[src/sv/ttu_pkg.sv]
`timescale 1ns / 1ps
// ----------------------------------------------------------------------------
// Triangle tangent unit package
// Shared widths, the sequencer state type, multiplier step codes and the
// command word of the shared square root and divide unit.
// ----------------------------------------------------------------------------
package ttu_pkg;

   localparam int OUT_FRAC_BITS_DEF = 14;

   localparam int COORD_W = 32;
   localparam int EDGE_W  = 33;
   localparam int PROD_W  = 66;
   localparam int MAG_W   = 66;
   localparam int M_W     = 30;
   localparam int SUM_W   = 62;
   localparam int OPND_W  = 62;
   localparam int REM_W   = 35;
   localparam int RES_W   = 32;
   localparam int LEN_W   = 31;
   localparam int OUT_W   = 16;

   localparam int SQRT_STEPS = 31;
   localparam int CNT_W      = 5;

   typedef enum logic [3:0] {
      ST_IDLE,
      ST_MUL,
      ST_MWAIT,
      ST_CHECK,
      ST_NORM,
      ST_SQ,
      ST_SQWAIT,
      ST_SQRT_GO,
      ST_SQRT,
      ST_DIV_GO,
      ST_DIV,
      ST_OUT
   } state_type;

   typedef logic [3:0] mul_step_type;

   localparam mul_step_type MUL_DET_P = 4'd0;
   localparam mul_step_type MUL_DET_Q = 4'd1;
   localparam mul_step_type MUL_TX_P  = 4'd2;
   localparam mul_step_type MUL_TX_Q  = 4'd3;
   localparam mul_step_type MUL_TY_P  = 4'd4;
   localparam mul_step_type MUL_TY_Q  = 4'd5;
   localparam mul_step_type MUL_TZ_P  = 4'd6;
   localparam mul_step_type MUL_TZ_Q  = 4'd7;
   localparam mul_step_type MUL_SQ_X  = 4'd8;
   localparam mul_step_type MUL_SQ_Y  = 4'd9;
   localparam mul_step_type MUL_SQ_Z  = 4'd10;

   typedef struct packed {
      logic start;
      logic is_sqrt;
   } sd_cmd_type;

endpackage

[src/sv/ttu_sqrt_div.sv]
`timescale 1ns / 1ps
// ----------------------------------------------------------------------------
// Triangle tangent unit: shared square root and divide
// One compare-and-subtract datapath, used two bits a cycle for the integer
// square root and one bit a cycle for the rounded divide.
// ----------------------------------------------------------------------------
module ttu_sqrt_div #(
   parameter int OUT_FRAC_BITS = ttu_pkg::OUT_FRAC_BITS_DEF
) (
   input  logic                            clock,
   input  logic                            reset,
   input  ttu_pkg::sd_cmd_type             cmd,
   input  logic [ttu_pkg::OPND_W-1:0]      operand,
   input  logic [ttu_pkg::LEN_W-1:0]       divisor,
   output logic                            done,
   output logic [ttu_pkg::RES_W-1:0]       result
);

   logic                          busy_ff;
   logic                          done_ff;
   logic                          is_sqrt_ff;
   logic [ttu_pkg::CNT_W-1:0]     cnt_ff;
   logic [ttu_pkg::REM_W-1:0]     rem_ff;
   logic [ttu_pkg::OPND_W-1:0]    opnd_ff;
   logic [ttu_pkg::RES_W-1:0]     root_ff;
   logic [ttu_pkg::LEN_W-1:0]     divisor_ff;

   logic [ttu_pkg::REM_W-1:0]     rem_sh;
   logic [ttu_pkg::REM_W-1:0]     trial;
   logic                          ge;

   always_comb begin
      if (is_sqrt_ff) begin
         rem_sh = {rem_ff[ttu_pkg::REM_W-3:0], opnd_ff[ttu_pkg::OPND_W-1 -: 2]};
         trial  = {1'b0, root_ff, 2'b01};
      end else begin
         rem_sh = {rem_ff[ttu_pkg::REM_W-2:0], opnd_ff[ttu_pkg::OPND_W-1]};
         trial  = ttu_pkg::REM_W'(divisor_ff);
      end
      ge = (rem_sh >= trial);
   end

   always_ff @(posedge clock) begin
      if (reset) begin
         busy_ff <= 1'b0;
         done_ff <= 1'b0;
      end else begin
         done_ff <= 1'b0;
         if (cmd.start) begin
            busy_ff <= 1'b1;
         end else if (busy_ff && (cnt_ff == '0)) begin
            busy_ff <= 1'b0;
            done_ff <= 1'b1;
         end
      end
   end

   always_ff @(posedge clock) begin
      if (cmd.start) begin
         is_sqrt_ff <= cmd.is_sqrt;
         root_ff    <= '0;
         divisor_ff <= divisor;
         if (cmd.is_sqrt) begin
            cnt_ff  <= ttu_pkg::CNT_W'(ttu_pkg::SQRT_STEPS - 1);
            rem_ff  <= '0;
            opnd_ff <= operand;
         end else begin
            cnt_ff  <= ttu_pkg::CNT_W'(OUT_FRAC_BITS);
            rem_ff  <= ttu_pkg::REM_W'(operand >> (OUT_FRAC_BITS + 1));
            opnd_ff <= operand << (ttu_pkg::OPND_W - 1 - OUT_FRAC_BITS);
         end
      end else if (busy_ff) begin
         cnt_ff  <= cnt_ff - 1'b1;
         rem_ff  <= ge ? (rem_sh - trial) : rem_sh;
         root_ff <= {root_ff[ttu_pkg::RES_W-2:0], ge};
         opnd_ff <= is_sqrt_ff ? (opnd_ff << 2) : (opnd_ff << 1);
      end
   end

   assign done   = done_ff;
   assign result = root_ff;

endmodule

[config.mk]
export PLATFORM = sky130hd
export DESIGN_NAME = ttu_sqrt_div
export DESIGN_NICKNAME = d
export VERILOG_FILES = /design/src/sv/ttu_pkg.sv /design/src/sv/ttu_sqrt_div.sv
export SDC_FILE = /design/constraint.sdc
export NUM_CORES = 1
export LEC_CHECK = 0
export ABC_AREA = 1
export BUFFER_PORTS_ARGS = -buffer_cell sky130_fd_sc_hd__clkbuf_2
export CORE_AREA = 2 2 144 146
export CTS_CLUSTER_SIZE = 40
export DETAILED_ROUTE_END_ITERATION = 8
export DIE_AREA = 0 0 146 148
export PLACE_DENSITY_LB_ADDON = 0.05
export SETUP_SLACK_MARGIN = 0.05
export SLEW_MARGIN = 10
export SYNTH_ARGS = -nofsm -noshare
export SYNTH_HDL_FRONTEND = slang
export SYNTH_SLANG_ARGS = --single-unit
[constraint.sdc]
create_clock -name clock -period 4.85 [get_ports clock]
set_input_delay 0.485 -clock clock [delete_from_list [all_inputs] [get_ports clock]]
set_output_delay 0.485 -clock clock [all_outputs]
set_load 0.005 [all_outputs]
# --- Yosys cells after proc, flatten, opt, wreduce, memory -nomap -nowiden ---
# Index checks and enable logic that the tools add are counted.
totals:
  wordCells: 32
  register_bits: 167
op_classes:
  n_addsub: 2
  order_cmp: 1
  n_mux: 16
  n_reduce_logical: 5
ops:
  columns: ["op", "n"]
  rows:
  - ["2-to-1 mux 62 bit", 4]
  - ["2-to-1 mux 34 bit", 5]
  - ["greater-or-equal comparator 35 x 34 -> 1 bit", 1]
  - ["2-to-1 mux 35 bit", 1]
  - ["subtractor 34 bit", 1]
  - ["2-to-1 mux 5 bit", 3]
  - ["logical NOT 5 bit", 1]
  - ["subtractor 5 x 1 -> 5 bit, second input constant", 1]
  - ["nonzero test 2 bit", 2]
  - ["2-to-1 mux 1 bit", 3]
  - ["OR reduction 2 bit", 1]
  - ["logical AND 1 bit", 1]

# --- Logic depth before layout (Yosys ltp) ---
# Gate-level depths: netlist of the first run.
logic_depth:
  depth_word: 5
  ltp_mapped: 21
  mapped_depth_nobuf: 19

# --- Worst setup path after synthesis of the first run ---
# Ideal clock, no wire load.
synth_path:
  kind: "in2reg"
  start: "in cmd[1] in the netlist's numbering"
  end: "reg cnt_ff[0] in the netlist's numbering (enable)"
  n_path_buf: 2
  stages: 3
  path_slack_ps: 627
  arrival_time_ps: 3718
  path_cell_list: "or2_2 clkbuf_1 clkbuf_1"
synth_via:
  elab_chain_cells: 1
synth_lines:
  columns: ["item", "line", "rtl"]
  rows:
  - ["start, declared", "ttu_sqrt_div.sv:12", "input ttu_pkg::sd_cmd_type cmd,"]
  - ["nonzero test 2 bit (no source line)", null, null]
  - ["end signal, assigned", "ttu_sqrt_div.sv:64", "cnt_ff <= ttu_pkg::CNT_W'(ttu_pkg::SQRT_STEPS - 1);"]
  - ["end signal, assigned", "ttu_sqrt_div.sv:68", "cnt_ff <= ttu_pkg::CNT_W'(OUT_FRAC_BITS);"]
  - ["end signal, assigned", "ttu_sqrt_div.sv:73", "cnt_ff <= cnt_ff - 1'b1;"]
  - ["end, declared", "ttu_sqrt_div.sv:22", "logic [ttu_pkg::CNT_W-1:0] cnt_ff;"]
# Every way passes these cells.
# A chain may end at the register's enable or synchronous reset.

# --- Final worst setup path of the first run ---
layout_path:
  start: "reg is_sqrt_ff"
  end: "reg rem_ff[13] in the netlist's numbering (data pin)"
layout_via:
  elab_chain_cells: 5
  word_cells_on_any_way: 7
  classes_between: "1 x add/sub; 1 x order compare; 5 x mux"
layout_lines:
  columns: ["item", "line", "rtl"]
  rows:
  - ["start, declared", "ttu_sqrt_div.sv:21", "logic is_sqrt_ff;"]
  - ["start signal, assigned", "ttu_sqrt_div.sv:60", "is_sqrt_ff <= cmd.is_sqrt;"]
  - ["2-to-1 mux 35 bit or 2-to-1 mux 34 bit (tied branches)", "ttu_sqrt_div.sv:33", "if (is_sqrt_ff) begin"]
  - ["subtractor 34 bit or greater-or-equal comparator 35 x 34 -> 1 bit (tied branches)", "ttu_sqrt_div.sv:74, ttu_sqrt_div.sv:40", null]
  - ["2-to-1 mux 34 bit (*)", "ttu_sqrt_div.sv:74", "rem_ff <= ge ? (rem_sh - trial) : rem_sh;"]
  - ["2-to-1 mux 34 bit (*)", "ttu_sqrt_div.sv:72", "end else if (busy_ff) begin"]
  - ["2-to-1 mux 34 bit (*)", "ttu_sqrt_div.sv:59", "if (cmd.start) begin"]
  - ["end signal, assigned", "ttu_sqrt_div.sv:69", "rem_ff <= ttu_pkg::REM_W'(operand >> (OUT_FRAC_BITS + 1));"]
  - ["end signal, assigned", "ttu_sqrt_div.sv:74", null]
  - ["end, declared", "ttu_sqrt_div.sv:23", "logic [ttu_pkg::REM_W-1:0] rem_ff;"]
# Every way passes the cells marked *; elsewhere a longest branch is shown, timed or not. The select of a mux whose other input is x is not followed.

==> impl_metrics.toml, run 1 <==
[outcome]
outcome = "completed"

[drt]
num_vias = 9710
via_per_inst = 5.338
drc = 0
antenna_left = 0
drt_wl_total_mm = 27.95
drtIter0Drc = 724
wl_per_cell_um = 15.36
first_pass_iters = 5

[worst_setup_path]
cp.required_ps = 5020
end_kind = "flop"
worst-path-max-fanout = 50
reg2reg_slack_ps = 1080
timing.rr.start = "is_sqrt_ff"
max_stage_delay_ps = 550
critPathLaunch = "is_sqrt_ff"
cp_slowest_cell = "inv_2"
cp_num_buf_inv = 4
critPathLaunchType = "flop"
crit_chain = "inv_2 > or2_2 > o21ai_0 > inv_1 > ha_1 > a21oi_1 > o21ai_0 > a21oi_2 > nand2_1 > inv_2 > buf_4 > nand3_1 > nand3_1 > o21ai_1"
cp.arrival_ps = 3940
cpLargestDelayFamily = "buffers and inverters"
crit_type = "reg -> reg"

[power]
p_comb_share_pct = 38.5
share_seq_of_total_power_pct = 34.0
peakVddDrop_uv = 307.8
switching_share_pct = 38.03
leakagePower_nw = 5.721
power.density_nw_per_um2 = 447.5
cellInternalPower_mw = 3.401
netSwitchingPower_mw = 2.087
clockPowerShare_pct = 27.4

[timing]
finalHoldViolations = 0
report.final.setup_viol = 0
post-route-min-period_ps = 3768
timing.final.crit_share_pct = 77.68
whs_ps = 209.4
slew_headroom_pct = 19.09
tightestPinTransition_ps = 1211
fin_setup_tns_ps = 0
rsz0062_at_grt = "no"
finClkSkew_ps = 8.615
slew_viol_final = 0
clock.fmax_mhz = 265.4

[floorplan]
die-area_um2 = 21610
die_y_um = 148
dieWidth_um = 146
rows = 52
core-area_um2 = 20040
io_pins = 130
start_util_pct = 54.21

[yosys]
synth_area_per_cell_um2 = 7.477
ys_ff_latch = 167
async_flop_share_pct = 0
ys_types = 40
ys_warn_count = 0
synth_cells = 1453
synth_fp_nets = 1587
yosysSeqAreaShare_pct = 43.03
synth_edf_count = 133
syn-cell-area_um2 = 10860
synth-main-ff-cell = "edfxtp_1"

[clocking]
postCtsSetupBuffers = 0
cts_tree = "done"
clk_path_buf_depth = 2
cts_buffers = 17
hold_buffers = 0
clkSlewWorstSetupHoldPaths_ps = 70
h-tree-depth = 4
insertion_delay_ps = 440
cts_sinks = 167
cts_resized = 0
clockRootBuffer = "clkbuf_16"

[global_route]
grt_max_degree = 160
antenna_found_initial = 0
grt_overflow_total = 0
grt_first_pass_wirelength_mm = 44.78
grt_pass1_vias = 8932
grt_usage_pct = 26.00

[place]
gp_congestion = 0.9091
portBuffers = 129
dp_hpwl_mm = 20.36

[hold_path]
hold_start = "divisor[29]"
hp-class = "in -> reg"

[cells_and_area]
layout-drive-gt1-share_pct = 14.85
diodes = 0
fin_nets = 1671
synthToLayoutAreaGrowth_pct = 12.88

[run]
max-cap-violations = 0
cell families (layout without fill, tap and decap cells):
family                   count (synthesis)  count (layout)  synth area share (%)
adder cells (fa/ha/maj)                 37              37                 4.330
XOR/XNOR                                19              19                 1.532
AO/OA/AOI/OAI                          211             211                 12.00
flip-flops                             167             167                 43.03
AND/OR/NAND/NOR                        743             743                 29.25
buffers and inverters                  276             372                 9.858
sequential cells by signal (all words and copies together) (netlist names):
name	flops
busy_ff	1
cnt_ff	5
divisor_ff	31
done	1
is_sqrt_ff	1
opnd_ff	62
rem_ff	34
result	32
metal layers:
metal | GRT usage, % | share of wire (%)
met5 | 0 | 0
met4 | 7.573 | 2.1
met3 | 4.722 | 5.2
met2 | 39.79 | 44
met1 | 37.94 | 49
through the flow:
step                      worst slack (ps)  instance area, µm²  cells  util [%]  total power, mW
after floorplan                      626.9               10860   1453         -            3.453
after global placement                1153               11630   1788     58.02            3.955
after detailed placement              1162               11630   1788     58.02            3.972
after CTS                             1137               12260   1819     61.20            5.480
after global routing                 771.2               12260   1819     61.20            5.846
final                                 1082               12260   1819     61.20            5.487
cell usage in the layout (no fill, tap or decap), types with 22 or more instances in the layout:
cell / n
a21oi_1: 22
clkbuf_2: 128
dfxtp_1: 34
edfxtp_1: 133
ha_1: 36
inv_1: 194
nand2_1: 366
nand3_1: 136
nor2_1: 168
o21ai_0: 74
o22ai_1: 31
o31ai_1: 28
or2_2: 34
power groups by stage:
| stage | combinational, mW | clock, mW | sequential (mW) |
|---|---|---|---|
| floorplan | 1.58 | 0 | 1.87 |
| global placement | 2.06 | 0 | 1.89 |
| detailed placement | 2.08 | 0 | 1.90 |
| CTS | 2.09 | 1.52 | 1.87 |
| global route | 2.38 | 1.58 | 1.89 |
| finish | 2.11 | 1.51 | 1.87 |
Yosys cell counts, drive strengths merged (18+ instances only):
cell type / count / area share, %
nand2: 373 / 13
edfxtp: 133 / 37
ha: 36 / 4.1
o21ai: 91 / 4.2
dfxtp: 34 / 6.3
inv: 205 / 7.1
nor2: 172 / 6.0
buf: 18 / 0.94
o22ai: 31 / 1.8
or2: 35 / 2.0
a21oi: 24 / 1.2
nand3: 137 / 6.4
o31ai: 28 / 1.9
clkbuf: 52 / 1.8
layout make-up:
| class | count | area, µm² |
|---|---|---|
| clock buffers | 17 | 425.4 |
| well taps | 270 | 337.8 |
| inverters | 206 | 773.2 |
| flip-flops and latches | 167 | 4674 |
| clock inverters | 14 | 210.2 |
| repair buffers | 135 | 718.2 |
| fillers | 1904 | 7776 |
| multi-input cells | 1010 | 5124 |
path summary, 6_finish.rpt:
check,cells past startpoint,endpoint
min,1,divisor_ff[29]
min reg2reg,2,result[31]
max reg2reg,14,rem_ff[13]
max,14,rem_ff[13]
Power figures use the tool's default switching activity.
==> inputs of run 2 (changes only) <==
CORE_AREA = 2 2 145 147   (was 2 2 144 146)
DIE_AREA = 0 0 147 149   (was 0 0 146 148)
clock period = 3 ns   (was 4.85 ns; I/O delays follow)
==> run 2 against run 1 <==
Against the previous run:
- the run now ends with negative setup slack left
- critical path depth up 5
- flip-flop and latch count unchanged
- final area up 17%
- non-clock buffer count up 167
- first-iteration DRC count down 8.4%
- clock-buffer cell count up 1
- hold slack worse by 170 ps
- critical path type unchanged
- critical endpoint is now rem_ff[12]
- largest power group unchanged
==> impl_metrics.toml, run 2 (synthesized netlist as in run 1, its figures left out) <==
[outcome]
outcome = "complete, but fails checks"
violations = "negative setup slack"

[power]
clockPowerShare_pct = 22.0
leakagePower_nw = 6.661
cellInternalPower_mw = 6.402
power.density_nw_per_um2 = 724.5
switching_share_pct = 38.42
netSwitchingPower_mw = 3.994
peakVddDrop_uv = 369.2
p_comb_share_pct = 48.7
share_seq_of_total_power_pct = 29.3

[timing]
slew_headroom_pct = 50.93
post-route-min-period_ps = 3090
timing.final.ws_setup_ps = -90.47
report.final.setup_viol = 34
finalHoldViolations = 0
rsz0062_at_grt = "yes"
timing.final.crit_share_pct = 103.0
finClkSkew_ps = 14.90
slew_viol_final = 0
clock.fmax_mhz = 323.6
tightestPinTransition_ps = 734.3

[worst_setup_path]
cp.arrival_ps = 3260
crit_type = "reg -> reg"
cpLargestDelayFamily = "simple AND/OR/NAND/NOR gates"
end_kind = "flop"
cp_num_buf_inv = 6
crit_chain = "inv_4 > buf_12 > or2_2 > o21ai_0 > buf_4 > inv_1 > ha_4 > nand2_1 > nor2_2 > nand4_1 > nor2_2 > nand3_1 > nand2_2 > inv_4 > nand2_8 > buf_16 > nand2_1 > nand3_1 > o21ai_1"
cp_slowest_cell = "edfxtp_1"
cp.required_ps = 3170
max_stage_delay_ps = 480
worst-path-max-fanout = 9
critPathLaunchType = "flop"

[drt]
drtIter0Drc = 663
via_per_inst = 5.291
antenna_left = 0
drt_wl_total_mm = 31.47
first_pass_iters = 5
drc = 0
num_vias = 10540
wl_per_cell_um = 15.80

[clocking]
h-tree-depth = 4
cts_tree = "done"
clk_path_buf_depth = 2
hold_buffers = 0
clkSlewWorstSetupHoldPaths_ps = 80
cts_sinks = 167
insertion_delay_ps = 440
cts_buffers = 17
clockRootBuffer = "clkbuf_16"

[place]
portBuffers = 129
dp_hpwl_mm = 22.38
dp_slack_ps = -140.0
gp_congestion = 0.9607

[cells_and_area]
largest_reg_flops = 62
largest-register = "opnd_ff"
layout-drive-gt1-share_pct = 29.88
synthToLayoutAreaGrowth_pct = 32.07
final_common_cell = "nand2_1"
diodes = 0
fin_util_pct = 69.80
mostFrequentLayoutCells = "338 x nand2_1, 179 x inv_1, 157 x nor2_1"
fin_nets = 1838

[floorplan]
die_y_um = 149
start_util_pct = 52.85
io_pins = 130
die-area_um2 = 21900
rows = 53
core-area_um2 = 20560
dieWidth_um = 147

[global_route]
grt_overflow_total = 0
grt_max_degree = 60
grt_pass1_vias = 10002
grt_first_pass_wirelength_mm = 50.18
grt_usage_pct = 28.87
antenna_found_initial = 1

[hold_path]
hp-class = "in -> reg"

[run]
max-cap-violations = 0
==> run 2: changes by cell type in the layout (fill, tap and decap cells not counted), sizes merged <==
cell | before | now
clkinv | 2 | 3
inv | 212 | 215
clkbuf | 145 | 147
clkinvlp | 2 | 1
bufinv | 4 | 1
buf | 7 | 173
==> run 2: cell type report <==
class	instances	area, µm²
fillers	1728	6208
multi-input cells	1010	5772
flip-flops and latches	167	4674
repair buffers	302	2177
inverters	206	779.5
clock buffers	18	429.2
well taps	275	344.1
clock inverters	14	172.7
==> run 2: repair_timing <==
item | CTS | global route
pin swaps | 24 | 18
setup endpoints to repair | 35 | 35
buffers inserted | 21 | 5
resized for setup | 133 | 54
cloned | 2 | 2
==> run 2: metrics by stage <==
stage / cells / hold WS [ps] / power, mW / cell area, µm² / setup TNS [ps]
2_1_floorplan: 1453 / 379.2 / 5.578 / 10870 / 0
3_3_place_gp: 1930 / 476.6 / 7.200 / 12750 / -1470
3_5_place_dp: 1930 / 478.7 / 7.234 / 12750 / -3484
4_1_cts: 1985 / 31.12 / 10.14 / 14170 / 0
5_1_grt: 1992 / 28.83 / 11.03 / 14350 / -7074
6_report: 1992 / 38.86 / 10.40 / 14350 / -2112
==> run 2: per-layer routing <==
layer / vias up / GRT usage, % / wire (µm)
met3: 41 / 3.670 / 1744
li1: 5317 / - / -
met1: 4862 / 41.03 / 14580
met5: - / 0 / 13
met2: 318 / 46.90 / 14560
met4: 2 / 8.077 / 569
==> run 2: power by group through the flow <==
stage          combinational, mW  sequential [mW]  clock [mW]
2_1_floorplan               2.55             3.03           0
3_3_place_gp                4.14             3.06           0
3_5_place_dp                4.17             3.07           0
4_1_cts                     4.81             3.03        2.30
5_1_grt                     5.57             3.08        2.38
6_report                    5.06             3.04        2.29
==> run 2: final timing paths <==
kind	endpoint	cells past startpoint	slack, ps	from
worst max-delay path	rem_ff[12]	19	-90	is_sqrt_ff
worst min-delay path	divisor_ff[28]	1	40	divisor[28]
worst max register to register	rem_ff[12]	19	-90	is_sqrt_ff
worst min register to register	result[31]	2	500	result[31]
==> run 2: worst reg2reg max path: stages, from the launching register on <==
cell and delay (ps):
edfxtp_1 480, inv_4 100, buf_12 140, or2_2 260, o21ai_0 70, buf_4 150
inv_1 60, ha_4 290, nand2_1 90, nor2_2 140, nand4_1 180, nor2_2 160
nand3_1 110, nand2_2 100, inv_4 60, nand2_8 100, buf_16 130, nand2_1 60
nand3_1 80, o21ai_1 80
